<file path="src/hdl/chained_byte_stream_cipher_defines.svh">
// ----------------------------------------------------------------------------
// chained byte stream cipher assertion macros
// shared concurrent assertion forms, clocked on clk and disabled in reset
// ----------------------------------------------------------------------------
`ifndef CHAINED_BYTE_STREAM_CIPHER_DEFINES_SVH
`define CHAINED_BYTE_STREAM_CIPHER_DEFINES_SVH

// same-cycle implication
`define CBSC_ASSERT_SAME(label, ante, cons) \
    label: assert property (@(posedge clk) disable iff (!rst_n) (ante) |-> (cons)) \
        else $error("cbsc same-cycle check failed");

// next-cycle implication
`define CBSC_ASSERT_NEXT(label, ante, cons) \
    label: assert property (@(posedge clk) disable iff (!rst_n) (ante) |=> (cons)) \
        else $error("cbsc next-cycle check failed");

`endif

</file>
<file path="src/hdl/cbsc_pkg.sv">
// ----------------------------------------------------------------------------
// cbsc_pkg
// widths, register indexes and byte transforms of the chained byte cipher
// ----------------------------------------------------------------------------
package cbsc_pkg;

    localparam int BYTE_W = 8;
    localparam int PK_W   = 4;
    localparam int CFG_W  = 4;
    localparam int IDX_W  = 1;

    localparam logic [IDX_W-1:0] CFG_PARTIAL_KEY  = 1'd0;
    localparam logic [IDX_W-1:0] CFG_DECRYPT_MODE = 1'd1;

    localparam logic [PK_W-1:0]   PK_RESET = 4'd1;
    localparam logic [BYTE_W-1:0] CHAIN_IV = 8'hCB;

    typedef logic [BYTE_W-1:0] byte_t;

    // high nibble is the key, low bits 2,1,0,3 invert bits 7,6,5,4
    function automatic byte_t expand_seed(input logic [PK_W-1:0] pk);
        expand_seed = {pk, ~pk[0], ~pk[3], ~pk[2], ~pk[1]};
    endfunction

    // base-4 digit sum, folded once more
    function automatic logic div_by_3(input byte_t v);
        logic [3:0] s;
        logic [2:0] t;
        s = {2'b00, v[7:6]} + {2'b00, v[5:4]} + {2'b00, v[3:2]} + {2'b00, v[1:0]};
        t = {1'b0, s[3:2]} + {1'b0, s[1:0]};
        div_by_3 = (t == 3'd0) || (t == 3'd3) || (t == 3'd6);
    endfunction

    function automatic byte_t advance_key(input byte_t key);
        byte_t k2;
        k2 = {key[5:0], key[7:6]};
        advance_key = div_by_3(k2) ? {k2[6:0], k2[7]} : k2;
    endfunction

    localparam byte_t KEY_RESET = expand_seed(PK_RESET);

    // bit i uses chain bit (7 - i + n) mod 8, n the key ones in bits i..0
    function automatic byte_t cipher_byte(input byte_t data, input byte_t chain,
                                          input byte_t key);
        logic [2:0] rot;
        logic [2:0] idx;
        byte_t      res;
        rot = '0;
        res = '0;
        for (int i = 0; i < BYTE_W; i++)
        begin
            rot    = rot + {2'b00, key[i]};
            idx    = 3'(BYTE_W - 1 - i) + rot;
            res[i] = data[i] ^ chain[idx];
        end
        cipher_byte = res;
    endfunction

endpackage

</file>
<file path="src/hdl/cbsc_ifs.sv">
// ----------------------------------------------------------------------------
// cbsc stream interfaces
// valid/ready channels for input bytes and result bytes
// ----------------------------------------------------------------------------
interface cbsc_item_if;
    logic                       valid;
    logic                       ready;
    logic [cbsc_pkg::BYTE_W-1:0] data_in;
    logic                       first_byte;

    modport source (output valid, output data_in, output first_byte, input ready);
    modport sink   (input valid, input data_in, input first_byte, output ready);
endinterface

interface cbsc_result_if;
    logic                       valid;
    logic                       ready;
    logic [cbsc_pkg::BYTE_W-1:0] data_out;

    modport source (output valid, output data_out, input ready);
    modport sink   (input valid, input data_out, output ready);
endinterface

</file>
<file path="src/hdl/chained_byte_stream_cipher.sv">
// ----------------------------------------------------------------------------
// chained_byte_stream_cipher
// byte-wise chained stream cipher, encrypt or decrypt, one byte per cycle
//
// item channel: data_in plus first_byte; first_byte restarts the message
//   (running key reloaded from the expanded partial key, chain set to 0xCB)
// result channel: data_out, exactly one transaction per item transaction
// config port: cfg_wr_en writes cfg_data to register cfg_index
//   (0 partial_key, 1 decrypt_mode); write only while the block is idle
// latency: an item accepted at edge n gives a result valid after edge n+1
//   (input register, then result register)
// throughput: one item per cycle; the key and chain update from one byte to
//   the next sits in the single cycle between input and result register
// stall: while the result is held, one more item sits in the input register,
//   then item.ready drops until the result is taken
// reset: key seed of partial key 1 (0x17), chain 0xCB, decrypt_mode 0,
//   both channels empty
// ----------------------------------------------------------------------------
`include "chained_byte_stream_cipher_defines.svh"

module chained_byte_stream_cipher
(
    input  logic                          clk,
    input  logic                          rst_n,
    cbsc_item_if.sink                     item,
    cbsc_result_if.source                 result,
    input  logic                          cfg_wr_en,
    input  logic [cbsc_pkg::IDX_W-1:0]    cfg_index,
    input  logic [cbsc_pkg::CFG_W-1:0]    cfg_data
);

    logic [cbsc_pkg::PK_W-1:0] partial_key_reg;
    logic                      decrypt_mode_reg;

    cbsc_pkg::byte_t running_key_reg;
    cbsc_pkg::byte_t running_key_next;
    cbsc_pkg::byte_t chain_reg;
    cbsc_pkg::byte_t chain_next;

    logic            s1_valid_reg;
    cbsc_pkg::byte_t s1_data_reg;
    logic            s1_first_reg;

    logic            out_valid_reg;
    cbsc_pkg::byte_t out_data_reg;

    logic            item_fire;
    logic            s1_advance;
    cbsc_pkg::byte_t key_base;
    cbsc_pkg::byte_t chain_base;
    cbsc_pkg::byte_t cipher_out;

    // config registers
    always_ff @(posedge clk or negedge rst_n)
    begin
        if (!rst_n)
        begin
            partial_key_reg  <= cbsc_pkg::PK_RESET;
            decrypt_mode_reg <= 1'b0;
        end
        else if (cfg_wr_en)
        begin
            case (cfg_index)
                cbsc_pkg::CFG_PARTIAL_KEY:  partial_key_reg  <= cfg_data;
                cbsc_pkg::CFG_DECRYPT_MODE: decrypt_mode_reg <= cfg_data[0];
                default:                    ;
            endcase
        end
    end

    // handshake
    assign s1_advance  = s1_valid_reg && (!out_valid_reg || result.ready);
    assign item.ready  = !s1_valid_reg || s1_advance;
    assign item_fire   = item.valid && item.ready;

    // byte transform
    always_comb
    begin
        key_base         = s1_first_reg ? cbsc_pkg::expand_seed(partial_key_reg)
                                        : running_key_reg;
        chain_base       = s1_first_reg ? cbsc_pkg::CHAIN_IV : chain_reg;
        running_key_next = cbsc_pkg::advance_key(key_base);
        cipher_out       = cbsc_pkg::cipher_byte(s1_data_reg, chain_base, running_key_next);
        chain_next       = decrypt_mode_reg ? s1_data_reg : cipher_out;
    end

    // input register
    always_ff @(posedge clk or negedge rst_n)
    begin
        if (!rst_n)
        begin
            s1_valid_reg <= 1'b0;
        end
        else if (item.ready)
        begin
            s1_valid_reg <= item.valid;
        end
    end

    always_ff @(posedge clk)
    begin
        if (item_fire)
        begin
            s1_data_reg  <= item.data_in;
            s1_first_reg <= item.first_byte;
        end
    end

    // cipher state
    always_ff @(posedge clk or negedge rst_n)
    begin
        if (!rst_n)
        begin
            running_key_reg <= cbsc_pkg::KEY_RESET;
            chain_reg       <= cbsc_pkg::CHAIN_IV;
        end
        else if (s1_advance)
        begin
            running_key_reg <= running_key_next;
            chain_reg       <= chain_next;
        end
    end

    // result register
    always_ff @(posedge clk or negedge rst_n)
    begin
        if (!rst_n)
        begin
            out_valid_reg <= 1'b0;
        end
        else if (s1_advance)
        begin
            out_valid_reg <= 1'b1;
        end
        else if (result.ready)
        begin
            out_valid_reg <= 1'b0;
        end
    end

    always_ff @(posedge clk)
    begin
        if (s1_advance)
        begin
            out_data_reg <= cipher_out;
        end
    end

    assign result.valid    = out_valid_reg;
    assign result.data_out = out_data_reg;

    `CBSC_ASSERT_SAME(a_full_accept_moves, item_fire && s1_valid_reg, s1_advance)
    `CBSC_ASSERT_NEXT(a_advance_fills_out, s1_advance, out_valid_reg)
    `CBSC_ASSERT_NEXT(a_enc_chain_is_out, s1_advance && !decrypt_mode_reg,
                      chain_reg == out_data_reg)
    `CBSC_ASSERT_NEXT(a_dec_chain_is_in, s1_advance && decrypt_mode_reg,
                      chain_reg == $past(s1_data_reg))

endmodule
</file>
<file path="src/flat_wrapper.sv">
// flat-port wrapper written by rule: the top's interface ports become plain ports
module chained_byte_stream_cipher_flat 
  (clk, rst_n, cfg_wr_en, cfg_index, cfg_data, item_valid, item_data_in, item_first_byte, item_ready, result_valid, result_data_out, result_ready);
  cbsc_item_if item_i ();
  cbsc_result_if result_i ();
  input  logic clk;
  input  logic rst_n;
  input  logic cfg_wr_en;
  input  logic [cbsc_pkg::IDX_W-1:0] cfg_index;
  input  logic [cbsc_pkg::CFG_W-1:0] cfg_data;
  input wire logic [$bits(item_i.valid)-1:0] item_valid;
  input wire logic [$bits(item_i.data_in)-1:0] item_data_in;
  input wire logic [$bits(item_i.first_byte)-1:0] item_first_byte;
  output wire logic [$bits(item_i.ready)-1:0] item_ready;
  output wire logic [$bits(result_i.valid)-1:0] result_valid;
  output wire logic [$bits(result_i.data_out)-1:0] result_data_out;
  input wire logic [$bits(result_i.ready)-1:0] result_ready;
  assign item_i.valid = item_valid;
  assign item_i.data_in = item_data_in;
  assign item_i.first_byte = item_first_byte;
  assign item_ready = item_i.ready;
  assign result_valid = result_i.valid;
  assign result_data_out = result_i.data_out;
  assign result_i.ready = result_ready;
  chained_byte_stream_cipher u_core (.clk(clk), .rst_n(rst_n), .item(item_i), .result(result_i), .cfg_wr_en(cfg_wr_en), .cfg_index(cfg_index), .cfg_data(cfg_data));
endmodule
</file>
<file path="config.mk">
export PLATFORM = sky130hd
export DESIGN_NAME = chained_byte_stream_cipher_flat
export DESIGN_NICKNAME = d
export VERILOG_FILES = /design/src/hdl/cbsc_pkg.sv /design/src/hdl/cbsc_ifs.sv /design/src/hdl/chained_byte_stream_cipher.sv /design/src/flat_wrapper.sv
export VERILOG_INCLUDE_DIRS = /design/src /design/src/hdl
export SDC_FILE = /design/constraint.sdc
export NUM_CORES = 1
export LEC_CHECK = 0
export BUFFER_PORTS_ARGS = -buffer_cell sky130_fd_sc_hd__buf_2
export CAP_MARGIN = 20
export CORE_UTILIZATION = 40
export CTS_BUF_LIST = sky130_fd_sc_hd__clkbuf_2
export DETAILED_ROUTE_END_ITERATION = 8
export GPL_TIMING_DRIVEN = 1
export HOLD_SLACK_MARGIN = 0.03
export PLACE_DENSITY_LB_ADDON = 0.05
export SLEW_MARGIN = 30
export SYNTH_ARGS = -nofsm -noshare
export SYNTH_HDL_FRONTEND = slang
export SYNTH_SLANG_ARGS = --single-unit
export TNS_END_PERCENT = 5
</file>
<file path="constraint.sdc">
create_clock -name clk -period 7.4 [get_ports clk]
set_input_delay 0 -clock clk [delete_from_list [all_inputs] [get_ports clk]]
set_output_delay 0 -clock clk [all_outputs]
set_load 0.02 [all_outputs]
</file>
# ---- Word-level counts from Yosys, hierarchy flattened
# Index checks and enable logic that the tools add are counted.
dict set report classes {
  n_addsub 18
  n_mul 0
  div 0
  n_lt_le_gt_ge 8
  n_eq_ne 2
  shift 0
  muxes 22
  bitwise_logic 13
  reduce_logical 12
}
# op n
set ops {}
lappend ops {{$lt 3x4->1 const B} 8}
lappend ops {{$mux 8} 4}
lappend ops {{$bmux 1 s3} 8}
lappend ops {{$add 3x1->3} 6}
lappend ops {{$mux 1} 10}
lappend ops {{$add 3x3->3 const A} 3}
lappend ops {{$add 4x2->4} 2}
lappend ops {{$xor 1x1->1} 8}
lappend ops {{$add 2x2->3} 2}
lappend ops {{$add 2x3->3 const A} 2}
lappend ops {{$not 1->1} 5}
lappend ops {{$logic_or 1x1->1} 4}
lappend ops {{$reduce_and 2->1} 2}
lappend ops {{$add 1x2->3 const A} 1}
lappend ops {{$add 1x3->3 const A} 1}
lappend ops {{$eq 3x2->1 const B} 1}
lappend ops {{$eq 3x3->1 const B} 1}
lappend ops {{$logic_not 3->1} 1}
lappend ops {{$add 1x1->2} 1}
lappend ops {{$logic_and 1x1->1} 2}
lappend ops {{$logic_not 1->1} 2}
lappend ops {{$reduce_bool 2->1} 1}
dict set report word_totals {
  register_bits 40
  latchBits 0
  mem_bits_rw 0
  rom_bits 0
  output_inout_bits 10
  wordCells 84
  memories 0
}

# ---- Logic depth before layout (Yosys ltp)
# Gate-level depths: netlist of the first run.
dict set report logic_depth {
  word_depth 21
  depth_mapped 34
  ltp_nobuf 32
}

# ---- Least setup slack after synthesis of the first run
# OpenSTA, ideal clock, no wires.
dict set report synth_timing {
  kind {register to register}
  start {register u_core.s1_first_reg}
  end {register u_core.chain_reg[6]}
  arrival_time_ps 8163
  t_required_ps 7328
  slack_ps -835
  stages_incl_launch_ff 35
  period_less_slack_ps 8235
  path_cell_list {edfxtp_1 > buf_2 > inv_2 > clkbuf_1 > nor2_1 > a21oi_1 > inv_1 > ha_1 > fa_1 > inv_1 > fa_1 > inv_1 > ha_1 > inv_1 > fa_1 > inv_1 > ha_1 > fa_1 > xor2_1 > a21oi_2 > mux2i_1 > fa_1 > ha_1 > inv_1 > fa_1 > inv_1 > ha_1 > ha_1 > ha_1 > ha_1 > xnor3_1 > mux4_2 > nor2b_1 > xnor2_1 > o21ai_1}
}
dict set report synth_between {
  elab_chain_len 20
}
# element line
set synth_rtl {}
lappend synth_rtl {{from (decl)} chained_byte_stream_cipher.sv:42} ;# logic s1_first_reg;
lappend synth_rtl {{from (signal assigned)} chained_byte_stream_cipher.sv:105} ;# s1_first_reg <= item.first_byte;
lappend synth_rtl {{$mux 8 *} chained_byte_stream_cipher.sv:79} ;# key_base = s1_first_reg ? cbsc_pkg::expand_seed(partial_key_reg)
lappend synth_rtl {{$add 2x2->3} cbsc_pkg.sv:29} ;# s = {2'b00, v[7:6]} + {2'b00, v[5:4]} + {2'b00, v[3:2]} + {2'b00, v[1:0]};
lappend synth_rtl {{$add 4x2->4 (2 in a row)} cbsc_pkg.sv:29}
lappend synth_rtl {{$add 2x2->3} cbsc_pkg.sv:30} ;# t = {1'b0, s[3:2]} + {1'b0, s[1:0]};
lappend synth_rtl {{$eq 3x2->1 / $logic_not 3->1 (equally long branches)} cbsc_pkg.sv:31} ;# div_by_3 = (t == 3'd0) || (t == 3'd3) || (t == 3'd6);
lappend synth_rtl {{$logic_or 1x1->1 (2 in a row)} cbsc_pkg.sv:31}
lappend synth_rtl {{$mux 8 *} cbsc_pkg.sv:37} ;# advance_key = div_by_3(k2) ? {k2[6:0], k2[7]} : k2;
lappend synth_rtl {{net u_core.running_key_next[0]} chained_byte_stream_cipher.sv:36} ;# cbsc_pkg::byte_t running_key_next;
lappend synth_rtl {{$add 1x1->2 *} cbsc_pkg.sv:52} ;# rot = rot + {2'b00, key[i]};
lappend synth_rtl {{$add 3x1->3 * (5 in a row)} cbsc_pkg.sv:52}
lappend synth_rtl {{$add 1x3->3 *} cbsc_pkg.sv:53} ;# idx = 3'(BYTE_W - 1 - i) + rot;
lappend synth_rtl {{$bmux 1 s3 *} cbsc_pkg.sv:54} ;# res[i] = data[i] ^ chain[idx];
lappend synth_rtl {{$mux 1 (not written as such) *} cbsc_pkg.sv:54}
lappend synth_rtl {{$xor 1x1->1 *} cbsc_pkg.sv:54}
lappend synth_rtl {{$mux 8 *} chained_byte_stream_cipher.sv:84} ;# chain_next = decrypt_mode_reg ? s1_data_reg : cipher_out;
lappend synth_rtl {{to (signal assigned)} chained_byte_stream_cipher.sv:115} ;# chain_reg <= cbsc_pkg::CHAIN_IV;
lappend synth_rtl {{to (signal assigned)} chained_byte_stream_cipher.sv:120} ;# chain_reg <= chain_next;
lappend synth_rtl {{to (decl)} chained_byte_stream_cipher.sv:37} ;# cbsc_pkg::byte_t chain_reg;
# Mark *: on every way through the listed nets, which the timed path passes. The rest lies on a longest branch. The select of a mux whose other input is x is not followed.
# A chain may end at the register's enable or synchronous reset.

# ---- Worst setup path after layout of the first run
# Ends and elaborated chain as after synthesis.

==> metrics.yaml, run 1 <==
outcome: "finished, violations left"
violations: "setup timing"
maxCapViolCount: 0
clk_latency_ns: 0.38
grt_pass1_wl_um: 10480
ctsLongestPathBuffers: 2
routedWlPerCell_um: 14.09
drive_above_1_share_pct: 31.01
max_stage_delay_ns: 0.58
drt_iter0_drc: 92
grt_pass1_vias: 2136
cp-end-kind: "flip-flop"
io_pins: 29
start_util_pct: 41.57
fin_skew_ns: 0.02211
grt_max_degree: 27
fmax_mhz: 133.9
area_delta_synth_final_pct: 28.93
worst_path_max_delay_cell: "fa_2"
nFillCells: 634
syn_inst: 274
track_usage_pct: 18.46
critical_path_buf_inv_count: 8
antenna_cells: 0
clk_pin_slew_ns: 0.20
finalCritPeriodShare_pct: 100.9
synth_area_per_cell_um2: 10.31
ys_seq_area_share_pct: 38.90
crit_path_max_fanout: 5
worstSetupPathType: "reg2reg"
slew_headroom_pct: 38.83
root_buffer: "clkbuf_2"
dpl.hpwl_um: 4574
fin_ws_ns: -0.06721
utilization_pct: 53.59
yosysWarnings: 0
cts_buffers: 5
vias: 2114
drv_slew: 0
syn_area_um2: 2824
dieArea_um2: 7400
rsz0062_at_grt: "yes"
hold_class: "in2async"
crit_family: "adder cells"
critPathRequiredTime_ns: 7.70
die_h_um: 86.03
die_x_um: 86.03
grt-ovfl-total: 0
io_buffers: 28
worstMarginPinSlew_ns: 0.9166
syn-num-nets: 317
routed_wl_um: 6215
fin_crit_ns: 7.467
cts.sinks: 40
drt.antenna.violating_nets: 0
synth.distinct_cells: 41
dr.pass1.iters: 4
cts_htree_levels: 2
antenna_found_initial: 0
coreArea_um2: 6794
rows: 30
nets: 387
drcViolationCount: 0
cts_tree: "done"
gp_congestion: 0.7674
startpoint_type: "flip-flop"
timing.final.hold_violations: 0
routed_via_density: 4.794
synth-seq-cells: 40
cp.arrival_ns: 7.77
setup_viol: 2
[per-stage QoR]
stage | hold slack [ns] | setup TNS [ns] | instance area, µm² | setup slack (ns) | cells
global placement | 0.007926 | -0.02510 | 3313 | -0.02510 | 405
detailed placement | 0.009377 | -0.3003 | 3313 | -0.1346 | 405
global route | 0.1449 | -1.829 | 3641 | -0.4561 | 441
CTS | 0.07767 | -0.2401 | 3625 | -0.1139 | 440
finish | 0.1217 | -0.1235 | 3641 | -0.06721 | 441
floorplan | -0.2956 | -0.5368 | 2995 | -0.1770 | 274
[Yosys cell counts]
cell type / number / share of area (%)
o21ai_0: 9 / 1.6
inv_2: 2 / 0.27
or3_1: 4 / 0.89
mux2_1: 1 / 0.40
a21o_1: 1 / 0.27
nor3_1: 4 / 0.71
and2_1: 2 / 0.44
nor2b_1: 3 / 0.66
nand3b_1: 1 / 0.27
mux4_2: 3 / 2.4
a21oi_1: 10 / 1.8
fa_1: 8 / 5.7
ha_1: 16 / 7.1
inv_1: 20 / 2.7
dfrtp_1: 13 / 12
a32oi_1: 1 / 0.31
o22ai_1: 2 / 0.44
xnor2_1: 10 / 3.1
or2_2: 2 / 0.44
o311ai_0: 1 / 0.31
nor2_1: 19 / 2.5
nand2_1: 38 / 5.1
mux2i_1: 29 / 10
mux2_2: 6 / 2.4
edfxtp_1: 17 / 18
dfstp_2: 10 / 9.3
a21oi_2: 1 / 0.31
o21a_1: 1 / 0.27
buf_1: 1 / 0.13
nand3_1: 1 / 0.18
xor3_2: 1 / 0.89
buf_2: 3 / 0.53
o21ai_1: 8 / 1.4
xnor3_1: 2 / 1.6
a31oi_1: 3 / 0.66
clkbuf_1: 6 / 0.80
xor2_1: 6 / 1.9
mux2i_2: 1 / 0.49
nand2b_1: 6 / 1.3
a311o_1: 1 / 0.35
a221o_1: 1 / 0.35
[cell families after synthesis]
group	Yosys count	synth area share [%]
compound gates	39	8.064
xor+xnor	19	7.443
fa+ha+maj	24	12.76
buf+inv	32	4.386
flops	40	38.90
mux	40	15.95
simple gates	80	12.49
[worst paths after layout]
kind                                                 from                         to  slack [ns]  depth (start not counted)
worst min-delay path                                rst_n        u_core.result.valid        0.12                          2
min in group clk                                cfg_wr_en  u_core.partial_key_reg[0]        0.13                          3
max in group asynchronous                           rst_n        u_core.chain_reg[7]        6.88                          2
worst max register to register        u_core.s1_first_reg        u_core.chain_reg[6]       -0.07                         32
worst max-delay path                  u_core.s1_first_reg        u_core.chain_reg[6]       -0.07                         32
worst min register to register  u_core.running_key_reg[0]  u_core.running_key_reg[0]        0.48                          2
[cell type report]
class / count / area (µm²) / share of cell area (%)
clock inverters: 1 / 8.758 / 0.2405
clock buffers: 7 / 35.03 / 0.9622
inverters: 22 / 82.58 / 2.268
multi-input cells: 202 / 1763 / 48.42
well taps: 96 / 120.1 / 3.299
flip-flops and latches: 40 / 1099 / 30.17
repair buffers: 73 / 533.0 / 14.64
[repair_timing]
item / 4_1_cts / 5_1_grt
endpoints found under the hold margin: 39 / 0
pin swaps: 7 / 0
setup buffers: 5 / 1
hold buffers: 22 / 0
setup endpoints to repair: 4 / 6
resized for setup: 3 / 1
[per-layer routing]
| layer | track usage (%) | routed length, µm |
|---|---|---|
| met5 | 0 | 0 |
| met4 | 4.545 | 52 |
| met3 | 1.829 | 80 |
| met2 | 30.01 | 2763 |
| met1 | 26.49 | 3318 |
[cells in the final DEF (no fill, tap or decap), types with 3 or more instances in the layout]
| master | instances |
|---|---|
| mux2_2 | 6 |
| dfrtp_1 | 13 |
| mux2i_1 | 26 |
| ha_2 | 3 |
| xor2_1 | 6 |
| dlygate4sd3_1 | 22 |
| nor3_1 | 3 |
| or3_1 | 4 |
| o21ai_0 | 9 |
| inv_1 | 17 |
| ha_1 | 7 |
| dfstp_2 | 10 |
| inv_2 | 5 |
| mux4_2 | 3 |
| nand2_1 | 38 |
| edfxtp_1 | 17 |
| a31oi_1 | 3 |
| a21oi_1 | 9 |
| buf_4 | 23 |
| ha_4 | 6 |
| o21ai_1 | 8 |
| fa_1 | 7 |
| buf_2 | 28 |
| nand2b_1 | 6 |
| clkbuf_2 | 7 |
| nor2_1 | 18 |
| xnor2_1 | 8 |
Power of run 1 is not shown: default switching activity piles up to over one toggle a cycle in this logic, so the estimate is an artifact.
==> inputs of run 2 (changes only) <==
--- a/config.mk
+++ b/config.mk
@@ -8,6 +8,8 @@
 export LEC_CHECK = 0
 export BUFFER_PORTS_ARGS = -buffer_cell sky130_fd_sc_hd__buf_2
 export CAP_MARGIN = 20
+export CELL_PAD_IN_SITES_DETAIL_PLACEMENT = 0
+export CELL_PAD_IN_SITES_GLOBAL_PLACEMENT = 1
 export CORE_UTILIZATION = 40
 export CTS_BUF_LIST = sky130_fd_sc_hd__clkbuf_2
 export DETAILED_ROUTE_END_ITERATION = 8
==> run 2 against run 1 <==
  * The flow still finishes with violations (setup timing)
  * Utilization increased by 0.092 points
  * Critical endpoint unchanged
  * Worst setup slack improved by 0.021 ns
  * Final cell count unchanged
  * Flip-flop and latch count unchanged
  * Cell area increased by 0.17%
==> metrics.yaml, run 2 (same netlist as run 1, synthesis figures left out) <==
root_buffer: "clkbuf_2"
critPathRequiredTime_ns: 7.73  # +0.03 ns
dr.pass1.iters: 4  # unchanged
dpl.cell_count: 406  # +0.25%
coreArea_um2: 6794  # unchanged
io_buffers: 28  # unchanged
die_h_um: 86.03  # unchanged
cts.sinks: 40  # unchanged
vias: 2121  # +0.33%
die_x_um: 86.03  # unchanged
drt.antenna.violating_nets: 0  # unchanged
rows: 30  # unchanged
dpl.hpwl_um: 4723  # +3.3%
worstSetupPathType: "reg2reg"
max_stage_delay_ns: 0.60  # +0.02 ns
startpoint_type: "flip-flop"
clk_latency_ns: 0.39  # about the same
timing.final.hold_violations: 0  # unchanged
gp_congestion: 0.8071  # +5.2%
worst_path_max_delay_cell: "fa_2"
antenna_found_initial: 0  # unchanged
r2r_setup_slack_ns: -0.05  # +0.02 ns
routed_via_density: 4.810  # +0.33%
grt_pass1_vias: 2073  # -2.9%
utilization_pct: 53.68  # +0.092 points
drv_slew: 0  # unchanged
crit_path_max_fanout: 6  # +1
slew_headroom_pct: 41.51  # +2.7 points
worstMarginPinSlew_ns: 0.8764  # -0.04015 ns
drive_above_1_share_pct: 31.88  # +0.87 points
rsz0062_at_grt: "yes"
io_pins: 29  # unchanged
setup_viol: 2  # unchanged
critical_path_buf_inv_count: 8  # unchanged
grt-ovfl-total: 0  # unchanged
most-common-layout-cells: "38 x nand2_1, 28 x buf_2, 24 x mux2i_1"
cts_htree_levels: 2  # unchanged
area_delta_synth_final_pct: 29.15
nets: 387  # unchanged
fin_crit_ns: 7.446  # -0.02087 ns
grt_pass1_wl_um: 10430  # -0.47%
grt_max_degree: 27  # unchanged
routed_wl_um: 6334  # +1.9%
start_util_pct: 41.57  # unchanged
final-instance-count-excl-fill: 441  # unchanged
hold_class: "in2async"
cts_tree: "done"
clk_pin_slew_ns: 0.20  # about the same
fin_skew_ns: 0.01501  # -0.007096 ns
finalCritPeriodShare_pct: 100.6  # -0.28 points
final_common_cell: "nand2_1"
drcViolationCount: 0  # unchanged
dieArea_um2: 7400  # unchanged
outcome: "finished, violations left"
drt_iter0_drc: 91  # -1.1%
cts_buffers: 5  # unchanged
track_usage_pct: 18.67  # +0.21 points
antenna_cells: 0  # unchanged
fmax_mhz: 134.3  # +0.28%
routedWlPerCell_um: 14.36  # +1.9%
violations: "setup timing"
cp.arrival_ns: 7.77  # about the same
fin_ws_ns: -0.04634  # +0.02087 ns
crit_family: "adder cells"
ctsLongestPathBuffers: 2  # unchanged
maxCapViolCount: 0  # unchanged
cp-end-kind: "flip-flop"
post-place-ws_ns: -0.1054  # +0.02924 ns
-- run 2: routing by layer --
metal | track usage, % | wire length, µm | vias up
met5 | 0 | 0 | -
met4 | 5.000 | 72 | 0
met3 | 2.021 | 102 | 6
met2 | 28.64 | 2786 | 27
met1 | 28.04 | 3374 | 1006
li1 | - | - | 1082
-- run 2: per-stage QoR --
stage / area [µm²] / hold slack [ns] / setup TNS, ns
finish: 3647 / 0.08329 / -0.05396
global placement: 3321 / 0.008275 / 0
CTS: 3632 / 0.09929 / -0.1545
floorplan: 2995 / -0.2956 / -0.5368
global route: 3647 / 0.1079 / -1.414
detailed placement: 3321 / 0.01089 / -0.1842
-- run 2: area by class of cell --
| class | instances | area [µm²] |
|---|---|---|
| clock buffer | 7 | 35.03 |
| clock inverter | 1 | 5.005 |
| fill | 614 | 3147 |
| inverter | 22 | 82.58 |
| multi-input combinational | 202 | 1769 |
| sequential | 40 | 1099 |
| tap | 96 | 120.1 |
| timing repair buffer | 73 | 536.8 |
-- run 2: final timing paths --
path / start / to / cells past startpoint
setup reg to reg: u_core.s1_first_reg / u_core.chain_reg[6] / 32
hold reg to reg: u_core.running_key_reg[0] / u_core.running_key_reg[0] / 2
hold / removal: rst_n / u_core.partial_key_reg[2] / 2
max in group asynchronous: rst_n / u_core.chain_reg[0] / 2
min in group clk: cfg_wr_en / u_core.partial_key_reg[0] / 3
setup / recovery: u_core.s1_first_reg / u_core.chain_reg[6] / 32
-- run 2: timing repair --
| action | CTS | global route |
|---|---|---|
| endpoints found under the hold margin | 39 | 0 |
| pin swaps | 9 | 1 |
| hold buffers | 22 | 0 |
| endpoints found under the setup margin | 4 | 6 |
| buffers inserted | 3 | 2 |
| resized for setup | 6 | 1 |
Power of run 2 is left out for the same reason.
